$ cat config.mk
export PLATFORM = sky130hd
export DESIGN_NAME = command_ring_reserve_commit_unit
export DESIGN_NICKNAME = d
export VERILOG_FILES = /design/src/design/crrc_pkg.sv /design/src/design/crrc_cfg_regs.sv /design/src/design/crrc_eval.sv /design/src/design/command_ring_reserve_commit_unit.sv
export SDC_FILE = /design/constraint.sdc
export NUM_CORES = 1
export LEC_CHECK = 0
export ABC_AREA = 1
export BUFFER_PORTS_ARGS = -buffer_cell sky130_fd_sc_hd__buf_2
export CORE_ASPECT_RATIO = 1.5
export CORE_MARGIN = 4
export CORE_UTILIZATION = 55
export DETAILED_ROUTE_END_ITERATION = 10
export PLACE_DENSITY = 0.75
export SYNTH_ARGS = -nofsm -noshare
export SYNTH_HDL_FRONTEND = slang
export SYNTH_SLANG_ARGS = --single-unit
export TNS_END_PERCENT = 30
$ cat constraint.sdc
create_clock -name clk -period 17.5 [get_ports clk]
set_input_delay 4.375 -clock clk [delete_from_list [all_inputs] [get_ports clk]]
set_output_delay 4.375 -clock clk [all_outputs]
set_load 0.005 [all_outputs]
$ cat src/design/crrc_pkg.sv
// crrc_pkg: types, codes and constants shared by the command ring
// reserve/commit unit. No dependencies.
`default_nettype none
package crrc_pkg;

	localparam int unsigned OFS_W = 23;
	localparam int unsigned ARITH_W = 26;
	localparam logic [OFS_W-1:0] RING_BYTES = 23'd4194304;
	localparam logic [OFS_W-1:0] RING_START_RST = 23'd1024;
	localparam logic [OFS_W-1:0] RING_END_RST = 23'd65536;

	typedef enum logic [2:0] {
		ST_OK        = 3'd0,
		ST_TOO_LARGE = 3'd1,
		ST_UNALIGNED = 3'd2,
		ST_PENDING   = 3'd3,
		ST_FULL      = 3'd4,
		ST_NONE      = 3'd5
	} status_t;

	typedef enum logic {
		ACT_RESERVE = 1'b0,
		ACT_COMMIT  = 1'b1
	} action_t;

	localparam logic [1:0] CFG_RING_START = 2'd0;
	localparam logic [1:0] CFG_RING_END   = 2'd1;
	localparam logic [1:0] CFG_CAPABLE    = 2'd2;

	typedef struct packed {
		logic [OFS_W-1:0] ring_start;
		logic [OFS_W-1:0] ring_end;
		logic             capable;
	} cfg_t;

	typedef struct packed {
		logic [OFS_W-1:0] wp;
		logic [OFS_W-1:0] pending;
		logic             bounce;
	} ring_state_t;

	typedef struct packed {
		action_t          action;
		logic [OFS_W-1:0] byte_count;
		logic [OFS_W-1:0] stop_offset;
	} item_t;

	typedef struct packed {
		status_t          status;
		logic             use_bounce;
		logic [OFS_W-1:0] write_offset;
		logic [OFS_W-1:0] reserved_word;
		logic [OFS_W-1:0] first_chunk_offset;
		logic [OFS_W-1:0] first_chunk_length;
		logic [OFS_W-1:0] second_chunk_length;
		logic [OFS_W-1:0] next_write_offset;
	} result_t;

endpackage
`default_nettype wire

$ cat src/design/crrc_cfg_regs.sv
// crrc_cfg_regs: ring bound and capability registers behind the write port.
// Depends on crrc_pkg.
`default_nettype none
module crrc_cfg_regs
	import crrc_pkg::*;
(
	input  wire logic             clk,
	input  wire logic             arst_n,
	input  wire logic             cfg_we,
	input  wire logic [1:0]       cfg_index,
	input  wire logic [OFS_W-1:0] cfg_data,
	output cfg_t                  cfg,
	output logic                  start_wr
);

	logic [OFS_W-1:0] ring_start_q;
	logic [OFS_W-1:0] ring_end_q;
	logic             capable_q;

	always_ff @(posedge clk or negedge arst_n) begin
		if (!arst_n) begin
			ring_start_q <= RING_START_RST;
			ring_end_q   <= RING_END_RST;
			capable_q    <= 1'b0;
		end else if (cfg_we) begin
			case (cfg_index)
				CFG_RING_START: ring_start_q <= cfg_data;
				CFG_RING_END:   ring_end_q   <= cfg_data;
				CFG_CAPABLE:    capable_q    <= cfg_data[0];
				default: ;
			endcase
		end
	end

	assign start_wr = cfg_we && (cfg_index == CFG_RING_START);

	assign cfg.ring_start = ring_start_q;
	assign cfg.ring_end   = ring_end_q;
	assign cfg.capable    = capable_q;

endmodule
`default_nettype wire

$ cat src/design/crrc_eval.sv
// crrc_eval: reserve/commit decision for one transaction against the ring state.
// Purely combinational. Depends on crrc_pkg.
`default_nettype none
module crrc_eval
	import crrc_pkg::*;
(
	input  wire item_t       item,
	input  wire cfg_t        cfg,
	input  wire ring_state_t cur,
	output result_t          res,
	output ring_state_t      nxt
);

	always_comb begin
		logic signed [ARITH_W-1:0] n, st, mn, mx, wp, nx, room, first, span;
		logic [OFS_W-1:0]          eff_end;
		logic                      inplace, bounce;

		eff_end = (cfg.ring_end > RING_BYTES) ? RING_BYTES : cfg.ring_end;
		n    = $signed({3'b000, item.byte_count});
		st   = $signed({3'b000, item.stop_offset});
		mn   = $signed({3'b000, cfg.ring_start});
		mx   = $signed({3'b000, eff_end});
		wp   = $signed({3'b000, cur.wp});
		span = mx - mn;
		nx   = wp + n;
		room = mx - wp;
		if (room < 0)
			room = '0;
		first   = (n < room) ? n : room;
		inplace = 1'b0;
		bounce  = 1'b0;

		res = '0;
		res.status = ST_OK;
		nxt = cur;

		if (item.action == ACT_RESERVE) begin
			if (n > span) begin
				res.status = ST_TOO_LARGE;
			end else if (item.byte_count[1:0] != 2'b00) begin
				res.status = ST_UNALIGNED;
			end else if (cur.pending != '0) begin
				res.status = ST_PENDING;
			end else begin
				if (wp >= st) begin
					if (nx < mx || (nx == mx && st > mn))
						inplace = 1'b1;
					else if (!((mx - wp) + (st - mn) <= n))
						bounce = 1'b1;
				end else if (nx < st) begin
					inplace = 1'b1;
				end
				if (inplace) begin
					if (cfg.capable || n <= 4) begin
						nxt.bounce = 1'b0;
						nxt.pending = item.byte_count;
						res.write_offset = cur.wp;
						res.reserved_word = cfg.capable ? item.byte_count : '0;
					end else begin
						bounce = 1'b1;
					end
				end
				if (bounce) begin
					nxt.bounce = 1'b1;
					nxt.pending = item.byte_count;
					res.use_bounce = 1'b1;
				end
				if (!inplace && !bounce)
					res.status = ST_FULL;
			end
		end else begin
			if (cur.pending == '0) begin
				res.status = ST_NONE;
			end else begin
				nxt.pending = '0;
				if (cur.bounce) begin
					res.first_chunk_offset  = cur.wp;
					res.first_chunk_length  = first[OFS_W-1:0];
					res.second_chunk_length = OFS_W'(n - first);
				end
				if (nx >= mx)
					nx = nx - span;
				nxt.wp = nx[OFS_W-1:0];
			end
		end
		res.next_write_offset = nxt.wp;
	end

endmodule
`default_nettype wire

$ cat src/design/command_ring_reserve_commit_unit.sv
// Command ring reserve/commit unit: top level with input stage, ring state,
// and result register. Depends on crrc_pkg, crrc_cfg_regs, crrc_eval.
//
// Usage:
//  s_* channel carries reserve (tuser=0) and commit (tuser=1) transactions;
//  m_* channel returns exactly one result per transaction, in order.
//  The input register captures a transaction at the accepting edge; the decision
//  logic then updates the ring state and loads the result register, which
//  raises m_tvalid. Throughput is one transaction per cycle while the receiver
//  keeps m_tready high; the state update lands in the same cycle the result is
//  registered, so the next transaction sees it with no bubble.
//  When the receiver stalls, the result register holds and the input stage
//  keeps one more transaction; s_tready drops only when both are full.
//  Reset clears both stages, loads ring start 1024, ring end 65536,
//  capability off, write pointer 1024, and no pending reservation.
//  Configuration writes (cfg_we/cfg_index/cfg_data) take effect at once; the user
//  must make them only while no transaction is in flight, which the block itself
//  does not enforce; a write of the ring start also reloads the write pointer.
`default_nettype none
module command_ring_reserve_commit_unit
	import crrc_pkg::*;
(
	input  wire logic         clk,
	input  wire logic         arst_n,
	input  wire logic         s_tvalid,
	output logic              s_tready,
	input  wire logic [47:0]  s_tdata,   // byte_count[22:0], stop_offset[45:23], zero pad
	input  wire logic         s_tuser,   // action: 0 reserve, 1 commit
	output logic              m_tvalid,
	input  wire logic         m_tready,
	output logic [143:0]      m_tdata,   // use_bounce[0], write_offset[23:1],
	                                     // reserved_word[46:24], first_chunk_offset[69:47],
	                                     // first_chunk_length[92:70],
	                                     // second_chunk_length[115:93],
	                                     // next_write_offset[138:116], zero pad
	output logic [2:0]        m_tuser,   // status
	input  wire logic         cfg_we,
	input  wire logic [1:0]   cfg_index,
	input  wire logic [22:0]  cfg_data
);

	cfg_t        cfg;
	logic        start_wr;
	ring_state_t state_q;
	ring_state_t state_nxt;
	item_t       item_s1;
	logic        valid_s1;
	result_t     res;
	result_t     res_s2;
	logic        valid_s2;
	logic        adv;

	crrc_cfg_regs u_cfg (
		.clk      (clk),
		.arst_n   (arst_n),
		.cfg_we   (cfg_we),
		.cfg_index(cfg_index),
		.cfg_data (cfg_data),
		.cfg      (cfg),
		.start_wr (start_wr)
	);

	crrc_eval u_eval (
		.item(item_s1),
		.cfg (cfg),
		.cur (state_q),
		.res (res),
		.nxt (state_nxt)
	);

	assign adv      = valid_s1 && (!valid_s2 || m_tready);
	assign s_tready = !valid_s1 || adv;

	always_ff @(posedge clk or negedge arst_n) begin
		if (!arst_n) begin
			valid_s1 <= 1'b0;
		end else if (s_tready) begin
			valid_s1 <= s_tvalid;
		end
	end

	always_ff @(posedge clk) begin
		if (s_tvalid && s_tready) begin
			item_s1.action      <= action_t'(s_tuser);
			item_s1.byte_count  <= s_tdata[22:0];
			item_s1.stop_offset <= s_tdata[45:23];
		end
	end

	always_ff @(posedge clk or negedge arst_n) begin
		if (!arst_n) begin
			state_q.wp      <= RING_START_RST;
			state_q.pending <= '0;
			state_q.bounce  <= 1'b0;
		end else if (start_wr) begin
			state_q.wp <= cfg_data;
		end else if (adv) begin
			state_q <= state_nxt;
		end
	end

	always_ff @(posedge clk or negedge arst_n) begin
		if (!arst_n) begin
			valid_s2 <= 1'b0;
		end else if (adv) begin
			valid_s2 <= 1'b1;
		end else if (m_tready) begin
			valid_s2 <= 1'b0;
		end
	end

	always_ff @(posedge clk) begin
		if (adv) begin
			res_s2 <= res;
		end
	end

	assign m_tvalid = valid_s2;
	assign m_tuser  = res_s2.status;
	assign m_tdata  = {5'b00000,
		res_s2.next_write_offset,
		res_s2.second_chunk_length,
		res_s2.first_chunk_length,
		res_s2.first_chunk_offset,
		res_s2.reserved_word,
		res_s2.write_offset,
		res_s2.use_bounce};

`ifndef NO_ASSERTIONS
	a_ready_only_when_full: assert property (@(posedge clk) disable iff (!arst_n)
		!s_tready |-> (valid_s1 && valid_s2))
		else $error("input stall without both stages full");

	a_status_code: assert property (@(posedge clk) disable iff (!arst_n)
		m_tvalid |-> (m_tuser <= ST_NONE))
		else $error("status code out of range");

	a_error_clean: assert property (@(posedge clk) disable iff (!arst_n)
		(m_tvalid && m_tuser != ST_OK) |->
		(m_tdata[0] == 1'b0 && m_tdata[46:1] == '0 && m_tdata[115:47] == '0))
		else $error("error result carries payload");

	a_pending_holds: assert property (@(posedge clk) disable iff (!arst_n)
		(state_q.pending != '0 && !adv) |=> $stable(state_q.pending))
		else $error("pending reservation changed without a transaction");
`endif

endmodule
`default_nettype wire

After elaboration in Yosys (flattened, before gate mapping)
Cells that the tools add are included.
{"block": "word_totals", "register_bits": 285, "output_inout_bits": 149}
{"block": "classes", "addsub": 7, "order_cmp": 11, "n_eq_ne": 7, "n_mux": 41, "bitwise": 9, "n_reduce_logical": 32}
{"cell": "$mux W24", "n": 6}
{"cell": "$mux W23", "n": 6}
{"cell": "$sub A23 B23 Y24", "n": 3}
{"cell": "$lt A24 B23 Y1", "n": 2}
{"cell": "$mux W47", "n": 1}
{"cell": "$mux W46", "n": 1}
{"cell": "$sub A23 B23 Y23", "n": 2}
{"cell": "$le A26 B24 Y1", "n": 1}
{"cell": "$lt A24 B26 Y1", "n": 1}
{"cell": "$mux W26", "n": 1}
{"cell": "$add A24 B24 Y25", "n": 1}
{"cell": "$add A23 B23 Y24", "n": 1}
{"cell": "$eq A24 B23 Y1", "n": 1}
{"cell": "$ge A24 B23 Y1", "n": 1}
{"cell": "$gt A24 B24 Y1", "n": 1}
{"cell": "$lt A24 B1 Y1 const B", "n": 1}
{"cell": "$ge A23 B23 Y1", "n": 1}
{"cell": "$gt A23 B23 Y1", "n": 1}
{"cell": "$gt A23 B23 Y1 const B", "n": 1}
{"cell": "$le A23 B3 Y1 const B", "n": 1}
{"cell": "$logic_not A23 Y1", "n": 1}
{"cell": "$reduce_bool A23 Y1", "n": 1}
{"cell": "$mux W1", "n": 20}
{"cell": "$mux W3", "n": 6}
{"cell": "other kinds (16)", "n": 45}

Longest topological paths before layout
{"block": "logic_depth", "ltp_word": 23, "ltp_mapped": 50, "ltp_nobuf": 48}

Modules after synthesis
A second synthesis with hierarchy kept.
{"block": "hier_totals", "cells_unflattened": 2846, "area_unflattened_um2": 23156.0}
{"module": "crrc_eval", "n_inst": 1, "cells_each": 2196, "area_each_um2": 13351.6, "seq_area_each_um2": 0.0}
{"module": "command_ring_reserve_commit_unit", "n_inst": 1, "cells_each": 438, "area_each_um2": 7867.5, "seq_area_each_um2": 6902.9}
{"module": "crrc_cfg_regs", "n_inst": 1, "cells_each": 212, "area_each_um2": 1936.9, "seq_area_each_um2": 1178.6}

Worst setup path after synthesis
No wires, ideal clock.
{"block": "synth_timing", "path_kind": "input-to-output", "startpoint": "input m_tready", "endpoint": "output s_tready", "arrival_ns": 4.524, "slack_ns": 8.601, "stages": 2, "n_path_buf": 0, "path_cell_list": "inv_1 > nand3_1"}
{"block": "synth_between", "elab_chain_cells": 3}
{"element": "from (decl)", "line": "command_ring_reserve_commit_unit.sv:30", "source": "input wire logic m_tready,"}
{"element": "$logic_or A1 B1 Y1", "line": "command_ring_reserve_commit_unit.sv:71", "source": "assign adv = valid_s1 && (!valid_s2 || m_tready);"}
{"element": "$logic_and A1 B1 Y1", "line": "command_ring_reserve_commit_unit.sv:71"}
{"element": "$logic_or A1 B1 Y1", "line": "command_ring_reserve_commit_unit.sv:72", "source": "assign s_tready = !valid_s1 || adv;"}
{"element": "to (decl)", "line": "command_ring_reserve_commit_unit.sv:26", "source": "output logic s_tready,"}
Every way passes these cells.

Worst setup path after layout
{"block": "layout_timing", "startpoint": "register u_cfg.ring_end_q[1]", "endpoint": "register res_s2 (netlist bit m_tdata[115]), data pin"}
{"block": "layout_between", "elab_chain_cells": 8}
{"element": "from (decl)", "line": "crrc_cfg_regs.sv:17", "source": "logic [OFS_W-1:0] ring_end_q;"}
{"element": "from (signal assigned)", "line": "crrc_cfg_regs.sv:28", "source": "CFG_RING_END: ring_end_q <= cfg_data;"}
{"element": "$gt A23 B23 Y1", "line": "crrc_eval.sv:19", "source": "eff_end = (cfg.ring_end > RING_BYTES) ? RING_BYTES : cfg.ring_end;"}
{"element": "$mux W23 *", "line": "crrc_eval.sv:19"}
{"element": "$sub A23 B23 Y24 *", "line": "crrc_eval.sv:27", "source": "room = mx - wp;"}
{"element": "$lt A24 B1 Y1", "line": "crrc_eval.sv:28", "source": "if (room < 0)"}
{"element": "$mux W26 *", "line": "crrc_eval.sv:28"}
{"element": "$lt A24 B26 Y1", "line": "crrc_eval.sv:30", "source": "first = (n < room) ? n : room;"}
{"element": "$mux W23 *", "line": "crrc_eval.sv:30"}
{"element": "$sub A23 B23 Y23 *", "line": "crrc_eval.sv:80", "source": "res.second_chunk_length = OFS_W'(n - first);"}
{"element": "to (signal assigned)", "line": "command_ring_reserve_commit_unit.sv:114", "source": "res_s2 <= res;"}
{"element": "to (decl)", "line": "command_ring_reserve_commit_unit.sv:49", "source": "result_t res_s2;"}
Every way passes the cells marked *; elsewhere a longest branch is shown, timed or not.
A chain may end at the register's enable or synchronous reset.

==> impl_metrics.yaml <==
critical_path:
  timing.rr.start: "u_cfg.ring_end_q[1]$_DFFE_PN0P_"
  cp_top_family: "simple AND/OR/NAND/NOR gates"
  path_class: "reg -> reg"
  crit_path_end_kind: "flip-flop"
  crit_path_max_incr_delay_ps: 750
  cp-startpoint: "u_cfg.ring_end_q[1]$_DFFE_PN0P_"
  cp_data_arrival_time_ps: 10990
  worst_ep_required_time_ps: 17850
  cp_max_fo: 48
  endpoint: "m_tdata[115]$_SDFFCE_PP0P_"
  cp_num_buf_inv: 6
  r2r_end: "m_tdata[115]$_SDFFCE_PP0P_"
  cp_common_cell: "nand2_1"
  reg2reg_depth: 46
  regToRegSetupSlack_ps: 6860
  cp-start-kind: "flip-flop"
  path_depth: 46
  cp_slowest_cell: "o21ai_0"
final_layout:
  final_common_cell: "nand2_1"
  fillers: 3512
  drive_above_1_share_pct: 13.2
  final_cell_mix: "539 x nand2_1, 342 x inv_1, 296 x ha_1"
  regArea_um2: 8080
  multi_input_area_um2: 12900
  final_nets: 3339
  area_delta_synth_final_pct: 11.2
global_route:
  grt_pass1_vias: 20754
  track_usage_pct: 33.5
  antenna_found_initial: 0
  gr-total-overflow: 0
  grt_max_degree: 81
  grt_pass1_wl_mm: 115
detailed_routing:
  drc_errors: 0
  dr.pass1.iters: 8
  ant_nets: 0
  wirelength_mm: 77.1
  wire_per_inst_um: 22.1
  drtIter0Drc: 1513
  vias: 20645
  vias_per_cell: 5.92
logic_synthesis:
  synth_edf_count: 189
  synthCells: 2742
  synth_area_per_cell_um2: 8.25
  ys_warn_count: 0
  synth_seq_cells: 285
  yosysSeqAreaShare_pct: 35.7
  ys_async_sr_fraction_pct: 33.7
  synth_ff_type: "edfxtp_1"
  yosysUniqueCellTypes: 66
  netlist_area_um2: 22600
sta:
  fin_worst_skew_ps: 25.5
  worst_pin_slew_ps: 1120
  clock.fmax_mhz: 94.0
  setup_violations: 0
  layout_setup_ws_ps: 6860
  finalMaxSlewViolations: 0
  hold_viol: 0
  setup_tns_ps: 0
  relSlewSlack_pct: 25.0
  rsz0062_at_grt: "false"
  min_period_over_period_pct: 60.8
  finalCriticalPeriod_ps: 10640
clock_tree:
  cts_tree: "yes"
  htreeDepth: 1
  cts_root_buffer: "clkbuf_16"
  cts_sinks: 285
  cts_hold_buffers: 0
  numCtsBuffers: 27
  post-cts-setup-buffers: 0
  clk_latency_ps: 600
  ctsResizeCount: 0
  cts_buffer_depth: 3
  clkTransAtPathRegs_ps: 70
placement:
  gp_congestion: 1.04
  dp.final_hpwl_mm: 63.8
  pre_cts_slack_ps: 7280
  io_buffer_count: 220
flow_run:
  cap_violations: 0
floorplan:
  fp.dieW_um: 174
  dieArea_um2: 44500
  core_area_um2: 40400
  rows: 90
  start_util_pct: 56.0
  num_io_pins: 228
  dieHeight_um: 256
run_status:
  outcome: "finished, final reports clean"
min_path:
  hold_path_class: "reg -> reg"
==> worst min-delay path, cell delays in order (launching register included) <==
cell and delay (ps):
dfrtp_1 340, nand2_1 50, nand2_1 50
==> through the flow <==
| step | cell area [um^2] | hold slack, ps | instances | utilization, % |
|---|---|---|---|---|
| after detailed placement | 24200 | 461 | 3434 | 59.8 |
| after floorplan | 22600 | 433 | 2748 | - |
| after global placement | 24200 | 448 | 3434 | 59.8 |
| after global routing | 25200 | 481 | 3484 | 62.2 |
| after CTS | 25200 | 476 | 3484 | 62.2 |
| final | 25200 | 476 | 3485 | 62.2 |
==> cells by family (layout without fill, tap and decap cells) <==
| logic type | after synthesis | count (layout) | synth area share (%) |
|---|---|---|---|
| mux | 12 | 12 | 0.597 |
| fa+ha+maj | 303 | 303 | 17.0 |
| xor+xnor | 121 | 121 | 4.68 |
| flops | 285 | 285 | 35.7 |
| buf+inv | 402 | 632 | 7.18 |
| simple gates | 1062 | 1062 | 20.7 |
| other cells | 1 | 8 | 0.0166 |
| compound gates | 556 | 556 | 14.1 |
==> flip-flops by register name, indices dropped and copies added (netlist names) <==
| name | flops |
|---|---|
| m_tvalid | 1 |
| u_cfg.ring_end_q | 23 |
| m_tuser | 3 |
| m_tdata | 139 |
| state_q | 47 |
| valid_s1 | 1 |
| u_cfg.ring_start_q | 23 |
| item_s1 | 47 |
| u_cfg.capable_q | 1 |
==> layer usage <==
metal,track usage (%),wire [um]
met4,19.0,5140
met1,39.1,29000
met5,0,0
met3,3.48,4880
met2,59.7,38100
==> cells in the mapped netlist (10+ instances only) <==
cell | number | share of area (%)
nand2_1 | 540 | 9.0
nor2_1 | 204 | 3.4
mux2_2 | 12 | 0.60
o21a_1 | 11 | 0.37
a21oi_1 | 254 | 5.6
o21ai_1 | 37 | 0.82
nand3_1 | 134 | 3.0
nand4_1 | 44 | 1.2
a31oi_1 | 18 | 0.50
a211oi_1 | 11 | 0.37
o21ai_2 | 16 | 0.62
buf_2 | 19 | 0.42
xnor2_1 | 44 | 1.7
xor2_1 | 77 | 3.0
nor3_1 | 55 | 1.2
clkbuf_1 | 18 | 0.30
a21o_1 | 21 | 0.70
nor4_1 | 16 | 0.44
o211ai_1 | 10 | 0.33
dfrtp_1 | 93 | 10
nor2_2 | 22 | 0.61
o21ai_0 | 123 | 2.7
edfxtp_1 | 189 | 25
o21bai_1 | 23 | 0.76
ha_1 | 296 | 16
inv_1 | 344 | 5.7
nand2_2 | 12 | 0.33
==> worst min-delay path by stage <==
stage,from,end,slack [ps],cells past startpoint
floorplan,state_q[7]$_DFFE_PN0P_,state_q[7]$_DFFE_PN0P_,430,2
global placement,state_q[7]$_DFFE_PN0P_,state_q[7]$_DFFE_PN0P_,450,2
detailed placement,state_q[19]$_DFFE_PN0P_,state_q[19]$_DFFE_PN0P_,460,2
CTS,state_q[19]$_DFFE_PN0P_,state_q[19]$_DFFE_PN0P_,480,2
global route,state_q[19]$_DFFE_PN0P_,state_q[19]$_DFFE_PN0P_,480,2
finish,state_q[19]$_DFFE_PN0P_,state_q[19]$_DFFE_PN0P_,480,2
==> final cells by class <==
cell class | instances | area share, %
Inverter | 349 | 5.23
Antenna cell | 1 | 0.00995
Multi-Input combinational cell | 2061 | 51.4
Tap cell | 506 | 2.52
Timing Repair Buffer | 233 | 4.77
Sequential cell | 285 | 32.1
Clock inverter | 14 | 0.845
Clock buffer | 36 | 3.06
Power is left out: the tool's default activity adds up to more than one toggle a clock period on the data nets, which glitch-free logic cannot reach.
